===== config.mk =====
export PLATFORM = sky130hd
export DESIGN_NAME = servo_command_to_pulse_mapper_top
export DESIGN_NICKNAME = d
export VERILOG_FILES = /design/src/rtl/scpm_pkg.sv /design/src/rtl/scpm_front.sv /design/src/rtl/scpm_div_cell.sv /design/src/rtl/servo_command_to_pulse_mapper_top.sv
export VERILOG_INCLUDE_DIRS = /design/src /design/src/rtl
export SDC_FILE = /design/constraint.sdc
export NUM_CORES = 2
export LEC_CHECK = 0
export BUFFER_PORTS_ARGS = -buffer_cell sky130_fd_sc_hd__buf_2
export CAP_MARGIN = 20
export CORE_MARGIN = 2
export CORE_UTILIZATION = 25
export CTS_BUF_LIST = sky130_fd_sc_hd__clkbuf_16
export DETAILED_ROUTE_END_ITERATION = 10
export HOLD_SLACK_MARGIN = 0.03
export PLACE_DENSITY_LB_ADDON = 0.08
export SKIP_CTS_REPAIR_TIMING = 1
export SLEW_MARGIN = 20
export SYNTH_ARGS = -nofsm -noshare
export SYNTH_HDL_FRONTEND = slang
export SYNTH_HIERARCHICAL = 1
export SYNTH_SLANG_ARGS = --single-unit

===== constraint.sdc =====
create_clock -name clock -period 12.6 [get_ports clock]
set_input_delay 2.52 -clock clock [delete_from_list [all_inputs] [get_ports clock]]
set_output_delay 2.52 -clock clock [all_outputs]
set_load 0.03 [all_outputs]

===== src/rtl/servo_command_to_pulse_mapper_top_macros.svh =====
// assertion helpers for the servo pulse mapper
`ifndef SERVO_COMMAND_TO_PULSE_MAPPER_TOP_MACROS_SVH
`define SERVO_COMMAND_TO_PULSE_MAPPER_TOP_MACROS_SVH

// same-cycle implication
`define SCPM_ASSERT_IMPLY(label, clk, rst, ante, cons) \
   label: assert property (@(posedge clk) disable iff (rst) (ante) |-> (cons)) \
      else $error("scpm assertion failed");

// implication after a fixed number of cycles
`define SCPM_ASSERT_DELAY(label, clk, rst, ante, n, cons) \
   label: assert property (@(posedge clk) disable iff (rst) (ante) |-> ##(n) (cons)) \
      else $error("scpm assertion failed");

`endif


===== src/rtl/scpm_pkg.sv =====
`default_nettype none

package scpm_pkg;

   localparam int PULSE_W    = 16;
   localparam int ANGLE_W    = 12;
   localparam int QUO_W      = 16;
   localparam int N_CELLS    = QUO_W;
   localparam int LATENCY    = N_CELLS + 3;
   localparam int CSR_INDEX_W = 3;

   localparam logic [1:0] SERVO_POSITION   = 2'd0;
   localparam logic [1:0] SERVO_CONTINUOUS = 2'd1;

   localparam logic [PULSE_W-1:0] MIN_PULSE_RESET    = 16'd1000;
   localparam logic [PULSE_W-1:0] CENTER_PULSE_RESET = 16'd1500;
   localparam logic [PULSE_W-1:0] MAX_PULSE_RESET    = 16'd2000;
   localparam logic [ANGLE_W-1:0] MAX_ANGLE_RESET    = 12'd1800;

   typedef enum logic [1:0] {
      MODE_PULSE = 2'd0,
      MODE_ANGLE = 2'd1,
      MODE_DUTY  = 2'd2,
      MODE_SPEED = 2'd3
   } mode_type;

   typedef enum logic [1:0] {
      STATUS_OK        = 2'd0,
      STATUS_DISABLED  = 2'd1,
      STATUS_BAD_TYPE  = 2'd2,
      STATUS_BAD_SCALE = 2'd3
   } status_type;

   typedef enum logic [CSR_INDEX_W-1:0] {
      CSR_MOTOR_ENABLED = 3'd0,
      CSR_SERVO_TYPE    = 3'd1,
      CSR_MIN_PULSE     = 3'd2,
      CSR_CENTER_PULSE  = 3'd3,
      CSR_MAX_PULSE     = 3'd4,
      CSR_MAX_ANGLE     = 3'd5
   } csr_index_type;

   typedef struct packed {
      logic                 enabled;
      logic [1:0]           servo_type;
      logic [PULSE_W-1:0]   min_pulse;
      logic [PULSE_W-1:0]   center_pulse;
      logic [PULSE_W-1:0]   max_pulse;
      logic [ANGLE_W-1:0]   max_angle;
   } cfg_type;

   // payload that walks down the divider chain
   typedef struct packed {
      logic [QUO_W-1:0]     rem;
      logic [QUO_W-1:0]     quo;
      logic [PULSE_W-1:0]   divisor;
      logic [PULSE_W-1:0]   base;
      logic                 neg;
      status_type           status;
   } div_type;

endpackage

`default_nettype wire


===== src/rtl/scpm_front.sv =====
`default_nettype none

module scpm_front (
   input  wire logic                 clock,
   input  wire logic                 reset,
   input  wire scpm_pkg::cfg_type    cfg,
   input  wire logic                 in_valid,
   input  wire logic [1:0]           mode,
   input  wire logic [15:0]          pulse_width,
   input  wire logic signed [15:0]   angle_tenths,
   input  wire logic [15:0]          duty_value,
   input  wire logic [15:0]          duty_full_scale,
   input  wire logic signed [15:0]   speed_value,
   input  wire logic signed [15:0]   speed_full_scale,
   output logic                      out_valid,
   output scpm_pkg::div_type         out_data
);

   // decode stage
   logic [15:0]          span_mm, span_cm, span_mc;
   logic [11:0]          angle_clamped;
   logic [15:0]          duty_clamped;
   logic signed [16:0]   speed_ext, fs_ext, fs_neg, speed_lim, speed_abs;

   scpm_pkg::status_type status_in, a_status_ff;
   logic [15:0]          span_in, a_span_ff;
   logic [15:0]          mult_in, a_mult_ff;
   logic [15:0]          divisor_in, a_divisor_ff;
   logic [15:0]          base_in, a_base_ff;
   logic                 neg_in, a_neg_ff;
   logic                 dbl_in, a_dbl_ff;
   logic [11:0]          addend_in, a_addend_ff;
   logic                 a_valid_ff;

   // multiply stage
   logic [31:0]          product, numer;
   logic                 b_valid_ff;
   scpm_pkg::div_type    b_data_in, b_data_ff;

   assign span_mm = (cfg.max_pulse > cfg.min_pulse) ? cfg.max_pulse - cfg.min_pulse : '0;
   assign span_cm = (cfg.max_pulse > cfg.center_pulse) ?
                    cfg.max_pulse - cfg.center_pulse : '0;
   assign span_mc = (cfg.center_pulse > cfg.min_pulse) ?
                    cfg.center_pulse - cfg.min_pulse : '0;

   always_comb begin
      if (angle_tenths < 0) begin
         angle_clamped = '0;
      end else if (angle_tenths[15:0] > {4'b0, cfg.max_angle}) begin
         angle_clamped = cfg.max_angle;
      end else begin
         angle_clamped = angle_tenths[11:0];
      end
   end

   assign duty_clamped = (duty_value > duty_full_scale) ? duty_full_scale : duty_value;

   assign speed_ext = {speed_value[15], speed_value};
   assign fs_ext    = {speed_full_scale[15], speed_full_scale};
   assign fs_neg    = -fs_ext;

   always_comb begin
      if (speed_ext > fs_ext) begin
         speed_lim = fs_ext;
      end else if (speed_ext < fs_neg) begin
         speed_lim = fs_neg;
      end else begin
         speed_lim = speed_ext;
      end
      speed_abs = speed_lim[16] ? -speed_lim : speed_lim;
   end

   always_comb begin
      status_in  = scpm_pkg::STATUS_OK;
      span_in    = '0;
      mult_in    = '0;
      divisor_in = 16'd1;
      base_in    = '0;
      neg_in     = 1'b0;
      dbl_in     = 1'b0;
      addend_in  = '0;
      unique case (scpm_pkg::mode_type'(mode))
         scpm_pkg::MODE_PULSE: begin
            if (!cfg.enabled) begin
               status_in = scpm_pkg::STATUS_DISABLED;
            end else begin
               base_in = pulse_width;
            end
         end
         scpm_pkg::MODE_ANGLE: begin
            if (!cfg.enabled) begin
               status_in = scpm_pkg::STATUS_DISABLED;
            end else if (cfg.servo_type != scpm_pkg::SERVO_POSITION) begin
               status_in = scpm_pkg::STATUS_BAD_TYPE;
            end else if (cfg.max_angle == '0) begin
               base_in = cfg.min_pulse;
            end else begin
               // round to nearest: (2*span*a + full) / (2*full)
               span_in    = span_mm;
               mult_in    = {4'b0, angle_clamped};
               divisor_in = {3'b0, cfg.max_angle, 1'b0};
               dbl_in     = 1'b1;
               addend_in  = cfg.max_angle;
               base_in    = cfg.min_pulse;
            end
         end
         scpm_pkg::MODE_DUTY: begin
            if (duty_full_scale == '0) begin
               status_in = scpm_pkg::STATUS_BAD_SCALE;
            end else if (!cfg.enabled) begin
               status_in = scpm_pkg::STATUS_DISABLED;
            end else begin
               span_in    = span_mm;
               mult_in    = duty_clamped;
               divisor_in = duty_full_scale;
               base_in    = cfg.min_pulse;
            end
         end
         scpm_pkg::MODE_SPEED: begin
            if (speed_full_scale[15] || speed_full_scale == '0) begin
               status_in = scpm_pkg::STATUS_BAD_SCALE;
            end else if (!cfg.enabled) begin
               status_in = scpm_pkg::STATUS_DISABLED;
            end else if (cfg.servo_type != scpm_pkg::SERVO_CONTINUOUS) begin
               status_in = scpm_pkg::STATUS_BAD_TYPE;
            end else begin
               mult_in    = speed_abs[15:0];
               divisor_in = speed_full_scale[15:0];
               base_in    = cfg.center_pulse;
               if (speed_lim[16]) begin
                  span_in = span_mc;
                  neg_in  = 1'b1;
               end else begin
                  span_in = span_cm;
               end
            end
         end
      endcase
   end

   always_ff @(posedge clock) begin
      if (reset) begin
         a_valid_ff <= 1'b0;
         b_valid_ff <= 1'b0;
      end else begin
         a_valid_ff <= in_valid;
         b_valid_ff <= a_valid_ff;
      end
   end

   always_ff @(posedge clock) begin
      a_status_ff  <= status_in;
      a_span_ff    <= span_in;
      a_mult_ff    <= mult_in;
      a_divisor_ff <= divisor_in;
      a_base_ff    <= base_in;
      a_neg_ff     <= neg_in;
      a_dbl_ff     <= dbl_in;
      a_addend_ff  <= addend_in;
   end

   assign product = a_span_ff * a_mult_ff;
   assign numer   = a_dbl_ff ? {product[30:0], 1'b0} + {20'b0, a_addend_ff} : product;

   always_comb begin
      b_data_in.rem     = numer[31:16];
      b_data_in.quo     = numer[15:0];
      b_data_in.divisor = a_divisor_ff;
      b_data_in.base    = a_base_ff;
      b_data_in.neg     = a_neg_ff;
      b_data_in.status  = a_status_ff;
   end

   always_ff @(posedge clock) begin
      b_data_ff <= b_data_in;
   end

   assign out_valid = b_valid_ff;
   assign out_data  = b_data_ff;

endmodule

`default_nettype wire


===== src/rtl/scpm_div_cell.sv =====
`default_nettype none

module scpm_div_cell (
   input  wire logic                clock,
   input  wire logic                reset,
   input  wire logic                in_valid,
   input  wire scpm_pkg::div_type   in_data,
   output logic                     out_valid,
   output scpm_pkg::div_type        out_data
);

   // one restoring step: shift in the next numerator bit, subtract if it fits
   logic [16:0]       trial, diff;
   logic              fits;
   logic              valid_ff;
   scpm_pkg::div_type data_in, data_ff;

   assign trial = {in_data.rem, in_data.quo[15]};
   assign diff  = trial - {1'b0, in_data.divisor};
   assign fits  = trial >= {1'b0, in_data.divisor};

   always_comb begin
      data_in     = in_data;
      data_in.rem = fits ? diff[15:0] : trial[15:0];
      data_in.quo = {in_data.quo[14:0], fits};
   end

   always_ff @(posedge clock) begin
      if (reset) begin
         valid_ff <= 1'b0;
      end else begin
         valid_ff <= in_valid;
      end
   end

   always_ff @(posedge clock) begin
      data_ff <= data_in;
   end

   assign out_valid = valid_ff;
   assign out_data  = data_ff;

endmodule

`default_nettype wire


===== src/rtl/servo_command_to_pulse_mapper_top.sv =====
// Servo command to pulse mapper. A request (start while busy is low) carries a
// mode and its operands; exactly one response comes back on rsp_valid, a
// one-cycle strobe, once the request has passed the whole pipeline. busy stays low, so a
// request may be issued every cycle and responses leave in request order, one
// per cycle. There is no backpressure on the response side: the receiver must
// capture rsp_compare_value and rsp_status in the cycle rsp_valid is high.
// The pipeline is the 16-cell restoring divider chain (one quotient bit
// per cell) plus a decode stage, a multiply stage and the output register.
// Configuration writes (csr_valid, csr_ready always high) must only happen
// while no request is in flight.
`default_nettype none

`include "servo_command_to_pulse_mapper_top_macros.svh"

module servo_command_to_pulse_mapper_top (
   input  wire logic                clock,
   input  wire logic                reset,
   // request channel
   input  wire logic                start,
   output logic                     busy,
   input  wire logic [1:0]          req_mode,
   input  wire logic [15:0]         req_pulse_width,
   input  wire logic signed [15:0]  req_angle_tenths,
   input  wire logic [15:0]         req_duty_value,
   input  wire logic [15:0]         req_duty_full_scale,
   input  wire logic signed [15:0]  req_speed_value,
   input  wire logic signed [15:0]  req_speed_full_scale,
   // response channel
   output logic                     rsp_valid,
   output logic [15:0]              rsp_compare_value,
   output logic [1:0]               rsp_status,
   // configuration write channel
   input  wire logic                csr_valid,
   output logic                     csr_ready,
   input  wire logic [2:0]          csr_index,
   input  wire logic [15:0]         csr_wdata
);

   // configuration registers
   logic        enabled_ff;
   logic [1:0]  servo_type_ff;
   logic [15:0] min_pulse_ff, center_pulse_ff, max_pulse_ff;
   logic [11:0] max_angle_ff;
   scpm_pkg::cfg_type cfg;

   // divider chain taps: index 0 is the front end output
   logic              chain_valid [0:scpm_pkg::N_CELLS];
   scpm_pkg::div_type chain_data  [0:scpm_pkg::N_CELLS];

   // output stage
   scpm_pkg::div_type tail;
   logic [16:0]       pulse_sum;
   logic [15:0]       pulse_clamped;
   logic              rsp_valid_ff;
   logic [15:0]       rsp_compare_value_in, rsp_compare_value_ff;
   logic [1:0]        rsp_status_ff;

   // the pipeline never stalls, so requests are always taken
   assign busy      = 1'b0;
   assign csr_ready = 1'b1;

   always_ff @(posedge clock) begin
      if (reset) begin
         enabled_ff      <= 1'b0;
         servo_type_ff   <= scpm_pkg::SERVO_POSITION;
         min_pulse_ff    <= scpm_pkg::MIN_PULSE_RESET;
         center_pulse_ff <= scpm_pkg::CENTER_PULSE_RESET;
         max_pulse_ff    <= scpm_pkg::MAX_PULSE_RESET;
         max_angle_ff    <= scpm_pkg::MAX_ANGLE_RESET;
      end else if (csr_valid && csr_ready) begin
         unique case (scpm_pkg::csr_index_type'(csr_index))
            scpm_pkg::CSR_MOTOR_ENABLED: enabled_ff      <= csr_wdata[0];
            scpm_pkg::CSR_SERVO_TYPE:    servo_type_ff   <= csr_wdata[1:0];
            scpm_pkg::CSR_MIN_PULSE:     min_pulse_ff    <= csr_wdata;
            scpm_pkg::CSR_CENTER_PULSE:  center_pulse_ff <= csr_wdata;
            scpm_pkg::CSR_MAX_PULSE:     max_pulse_ff    <= csr_wdata;
            scpm_pkg::CSR_MAX_ANGLE:     max_angle_ff    <= csr_wdata[11:0];
            default: ;  // unused indexes are ignored
         endcase
      end
   end

   always_comb begin
      cfg.enabled      = enabled_ff;
      cfg.servo_type   = servo_type_ff;
      cfg.min_pulse    = min_pulse_ff;
      cfg.center_pulse = center_pulse_ff;
      cfg.max_pulse    = max_pulse_ff;
      cfg.max_angle    = max_angle_ff;
   end

   // decode, status checks, operand clamping and the span multiply
   scpm_front u_front (
      .clock            (clock),
      .reset            (reset),
      .cfg              (cfg),
      .in_valid         (start && !busy),
      .mode             (req_mode),
      .pulse_width      (req_pulse_width),
      .angle_tenths     (req_angle_tenths),
      .duty_value       (req_duty_value),
      .duty_full_scale  (req_duty_full_scale),
      .speed_value      (req_speed_value),
      .speed_full_scale (req_speed_full_scale),
      .out_valid        (chain_valid[0]),
      .out_data         (chain_data[0])
   );

   // row of divider cells, each resolving one quotient bit per cycle
   for (genvar gi = 0; gi < scpm_pkg::N_CELLS; gi++) begin : g_cell
      scpm_div_cell u_cell (
         .clock     (clock),
         .reset     (reset),
         .in_valid  (chain_valid[gi]),
         .in_data   (chain_data[gi]),
         .out_valid (chain_valid[gi+1]),
         .out_data  (chain_data[gi+1])
      );
   end

   assign tail = chain_data[scpm_pkg::N_CELLS];

   // offset from the base pulse, then clamp into min..max (min wins)
   assign pulse_sum = tail.neg ? {1'b0, tail.base} - {1'b0, tail.quo}
                               : {1'b0, tail.base} + {1'b0, tail.quo};

   always_comb begin
      if (pulse_sum < {1'b0, min_pulse_ff}) begin
         pulse_clamped = min_pulse_ff;
      end else if (pulse_sum > {1'b0, max_pulse_ff}) begin
         pulse_clamped = max_pulse_ff;
      end else begin
         pulse_clamped = pulse_sum[15:0];
      end
      // refused requests report a zero compare value
      rsp_compare_value_in = (tail.status == scpm_pkg::STATUS_OK) ? pulse_clamped : '0;
   end

   always_ff @(posedge clock) begin
      if (reset) begin
         rsp_valid_ff <= 1'b0;
      end else begin
         rsp_valid_ff <= chain_valid[scpm_pkg::N_CELLS];
      end
   end

   always_ff @(posedge clock) begin
      rsp_compare_value_ff <= rsp_compare_value_in;
      rsp_status_ff        <= tail.status;
   end

   assign rsp_valid         = rsp_valid_ff;
   assign rsp_compare_value = rsp_compare_value_ff;
   assign rsp_status        = rsp_status_ff;

   // every request yields its response after the fixed pipeline latency
   `SCPM_ASSERT_DELAY(a_latency, clock, reset, start && !busy, scpm_pkg::LATENCY, rsp_valid)
   // no response appears without a matching request
   `SCPM_ASSERT_DELAY(a_no_spurious, clock, reset, !(start && !busy), scpm_pkg::LATENCY, !rsp_valid)
   // a refused request never carries a compare value
   `SCPM_ASSERT_IMPLY(a_refused_zero, clock, reset, rsp_valid && rsp_status != scpm_pkg::STATUS_OK, rsp_compare_value == 16'd0)

endmodule

`default_nettype wire

==> impl_metrics.xml <==
<?xml version="1.0" encoding="UTF-8"?>
<metrics>
  <group name="job">
    <metric name="max-cap-violations" unit="">0</metric>
  </group>
  <group name="logic_synthesis">
    <metric name="postSynthAreaPerCell" unit="µm²">10.1</metric>
    <metric name="postSynthCellCount" unit="">6314</metric>
    <metric name="yosys_warnings" unit="">6</metric>
    <metric name="synth.cell_area" unit="µm²">63600</metric>
    <metric name="synth.net_count" unit="">7179</metric>
  </group>
  <group name="timing">
    <metric name="finalClockSkew" unit="ps">84.5</metric>
    <metric name="post-route-period-util" unit="%">65.8</metric>
    <metric name="finalHoldViolations" unit="">0</metric>
    <metric name="setup_violating_endpoint_count_in_the_final_report" unit="">0</metric>
    <metric name="slew_headroom" unit="%">28.2</metric>
    <metric name="final.setup.tns" unit="ps">0</metric>
    <metric name="timing_worst_slew_pin_value" unit="ps">1070</metric>
    <metric name="post-route-min-period" unit="ps">8290</metric>
    <metric name="max_freq" unit="GHz">0.121</metric>
    <metric name="fin_ws" unit="ps">4310</metric>
    <metric name="final-max-slew-violation-count" unit="">0</metric>
    <metric name="grt_setup_unrepaired" unit="">false</metric>
  </group>
  <group name="setup_path">
    <metric name="critPathRequiredTime" unit="ps">13260</metric>
    <metric name="worst-r2r-cell-count" unit="">23</metric>
    <metric name="r2r-start" unit="">u_front/a_mult_ff[4]</metric>
    <metric name="timing.critical_path.fanout_max" unit="">18</metric>
    <metric name="timing.reg2reg.setup_slack" unit="ps">4570</metric>
    <metric name="worstSetupEndpointType" unit="">register</metric>
    <metric name="setup.worst_path.start_class" unit="">primary input</metric>
    <metric name="arrival" unit="ps">8960</metric>
    <metric name="worstReg2RegEnd" unit="">u_front/out_data[65]</metric>
    <metric name="type_of_the_worst_setup_path" unit="">primary input to register</metric>
  </group>
  <group name="power">
    <metric name="power_density" unit="nW/µm²">217</metric>
    <metric name="sw_frac_of_total" unit="%">35.0</metric>
    <metric name="worst_ir_drop_vdd" unit="mV">0.124</metric>
    <metric name="power_report.internal_total" unit="W">0.0103</metric>
    <metric name="clock_power_share" unit="%">28.1</metric>
    <metric name="power_frac_comb" unit="%">39.9</metric>
    <metric name="p_leak" unit="nW">30.6</metric>
    <metric name="power_frac_seq" unit="%">32.0</metric>
    <metric name="net-switching-power" unit="W">0.00552</metric>
  </group>
  <group name="routing">
    <metric name="wirelength" unit="µm">190000</metric>
    <metric name="drcViolationCount" unit="">0</metric>
    <metric name="drt_pre_antenna_iters" unit="">6</metric>
    <metric name="detail_route.iter0.violations" unit="">2423</metric>
    <metric name="antenna_left" unit="">0</metric>
    <metric name="post_drt_via_cell_ratio" unit="">4.48</metric>
    <metric name="route.detailed.wl_per_inst" unit="µm">19.1</metric>
    <metric name="route.vias.total" unit="">44595</metric>
  </group>
  <group name="floorplanning">
    <metric name="core_area" unit="µm²">253000</metric>
    <metric name="floorplan.io_pins" unit="">142</metric>
    <metric name="initial_core_util" unit="%">25.1</metric>
    <metric name="die_area" unit="µm²">258000</metric>
    <metric name="site_row_count" unit="">185</metric>
    <metric name="die_w" unit="µm">508</metric>
    <metric name="floorplan_die_height" unit="µm">508</metric>
  </group>
  <group name="placed_design">
    <metric name="place.port_buffers" unit="">139</metric>
    <metric name="dp_worst_setup_slack" unit="ps">3450</metric>
    <metric name="final_estimated_routing_congestion_in_global_placement" unit="">0.833</metric>
    <metric name="post-dp-hpwl" unit="µm">150000</metric>
    <metric name="post_dp_cell_area" unit="µm²">67500</metric>
  </group>
  <group name="layout">
    <metric name="finalNetCount" unit="">7311</metric>
    <metric name="layout.core_utilization" unit="%">28.7</metric>
    <metric name="area.growth.synth_to_final" unit="%">14.4</metric>
    <metric name="drive_above_1_share" unit="%">11.5</metric>
    <metric name="fill_cells" unit="">26528</metric>
    <metric name="finish.instance_area" unit="µm²">72700</metric>
  </group>
  <group name="clocking">
    <metric name="cts_buffer_depth" unit="">3</metric>
    <metric name="worstSkewPairLatency" unit="ps">850</metric>
    <metric name="cts_inserted_buffers" unit="">155</metric>
    <metric name="cts.root.buffer_cell" unit="">clkbuf_16</metric>
    <metric name="cts.htree.levels" unit="">4</metric>
    <metric name="worst_setup_hold_path_clk_slew" unit="ps">60</metric>
    <metric name="cts_tree" unit="">done</metric>
    <metric name="clock_sinks" unit="">1287</metric>
  </group>
  <group name="global_routing">
    <metric name="grt_pass1_wl" unit="µm">287000</metric>
    <metric name="grt_pass1_vias" unit="">45880</metric>
    <metric name="grtUsageMet3" unit="%">2.19</metric>
    <metric name="grt_start_max_net_pins" unit="">83</metric>
    <metric name="grtUsageMet2" unit="%">24.9</metric>
    <metric name="globalRouteTotalUtil" unit="%">14.6</metric>
    <metric name="antenna_violations_before_repair" unit="">26</metric>
    <metric name="groute.layer.met1.usage" unit="%">19.0</metric>
    <metric name="grt_busiest_layer" unit="">met2</metric>
    <metric name="grt_overflow" unit="">0</metric>
  </group>
  <group name="hold_path">
    <metric name="hold_class" unit="">register to register</metric>
    <metric name="timing.hold.worst_path_depth" unit="">0</metric>
    <metric name="hold_path_end" unit="">g_cell[10].u_cell/out_data[13]</metric>
    <metric name="beginning_of_the_worst_hold_path" unit="">g_cell[9].u_cell/out_data[13]</metric>
  </group>
  <group name="outcome">
    <metric name="status" unit="">completed</metric>
  </group>
</metrics>
==> stage by stage <==
step | instances | power (W) | hold WS, ps
final | 9946 | 0.0158 | 276
after global routing | 9941 | 0.0169 | 267
after CTS | 9940 | 0.0161 | 263
after detailed placement | 9655 | 0.0115 | 312
after global placement | 9655 | 0.0115 | 309
after floorplan | 6314 | 0.0101 | 310
==> registers in the layout, indices dropped and copies added (netlist names), 2 cells and up <==
| name | flops |
|---|---|
| g_cell.u_cell/out_data | 1040 |
| rsp_status | 2 |
| rsp_compare_value | 16 |
| max_pulse_ff | 16 |
| u_front/out_data | 67 |
| max_angle_ff | 12 |
| u_front/a_span_ff | 16 |
| u_front/a_addend_ff | 12 |
| g_cell.u_cell/out_valid | 16 |
| u_front/a_mult_ff | 16 |
| servo_type_ff | 2 |
| u_front/a_status_ff | 2 |
| u_front/a_base_ff | 16 |
| u_front/a_divisor_ff | 16 |
| center_pulse_ff | 16 |
| min_pulse_ff | 16 |
==> layout by cell type (no fill, tap or decap), drive strengths merged, types with 26 or more instances in the layout <==
| master | n |
|---|---|
| mux2 | 200 |
| mux2i | 88 |
| ha | 530 |
| nand4 | 58 |
| or3 | 33 |
| nand2b | 32 |
| o31a | 31 |
| nand2 | 453 |
| buf | 158 |
| a31oi | 50 |
| clkbuf | 156 |
| a22oi | 27 |
| nor2 | 323 |
| and3 | 45 |
| dfxtp | 1287 |
| o22ai | 43 |
| o21bai | 50 |
| a211oi | 54 |
| o21ai | 183 |
| a211o | 40 |
| and2 | 161 |
| o21a | 92 |
| a21oi | 258 |
| a221o | 28 |
| fa | 214 |
| a31o | 34 |
| nor4 | 34 |
| nand3 | 145 |
| nor2b | 81 |
| o31ai | 38 |
| inv | 730 |
| xnor2 | 201 |
| nor3 | 76 |
| xor2 | 64 |
| and4 | 35 |
| o2111ai | 26 |
| clkinv | 79 |
| a21o | 139 |
==> area by class of cell <==
type | instances | area, µm² | area share, %
clock inverter | 129 | 1330 | 1.82
clock buffer | 156 | 3900 | 5.37
multi-input combinational | 4140 | 34000 | 46.8
tap | 3366 | 4210 | 5.79
inverter | 704 | 2650 | 3.65
antenna | 6 | 15.0 | 0.0206
timing repair buffer | 158 | 838 | 1.15
sequential | 1287 | 25800 | 35.4
==> how the worst max path moves through the flow <==
| stage | start | slack, ps | endpoint |
|---|---|---|---|
| 2_1_floorplan | req_speed_full_scale[0] | 5160 | u_front/a_mult_ff[10] |
| 3_3_place_gp | req_speed_full_scale[3] | 3540 | u_front/a_mult_ff[6] |
| 3_5_place_dp | req_speed_full_scale[3] | 3450 | u_front/a_mult_ff[6] |
| 4_1_cts | req_speed_full_scale[3] | 4370 | u_front/a_mult_ff[10] |
| 5_1_grt | req_speed_full_scale[3] | 3940 | u_front/a_mult_ff[10] |
| 6_report | req_speed_full_scale[3] | 4310 | u_front/a_mult_ff[10] |
==> metal layers <==
layer	wire, µm	vias up
li1	-	22097
met1	87500	21474
met2	90500	771
met3	6730	249
met4	4870	4
met5	23	-
==> worst max-delay path, stage by stage <==
cell	delay (ps)
buf_2	160
nor3_1	430
nor2b_1	510
nand2_1	300
or4_1	540
ha_1	300
ha_1	510
and4_4	270
a221o_1	380
nor3_2	370
nor2_1	180
or3_1	620
and2_1	280
o22ai_1	290
ha_1	250
inv_1	70
a2111oi_2	420
a41oi_1	200
xnor2_1	160
a21o_1	180
==> power by group through the flow <==
| stage | combinational (W) | sequential, W | clock (W) |
|---|---|---|---|
| floorplan | 0.00516 | 0.00498 | 0 |
| global placement | 0.00630 | 0.00516 | 0 |
| detailed placement | 0.00630 | 0.00516 | 0 |
| CTS | 0.00634 | 0.00507 | 0.00465 |
| global route | 0.00694 | 0.00512 | 0.00481 |
| finish | 0.00630 | 0.00505 | 0.00444 |
(Power assumes the default switching activity.)
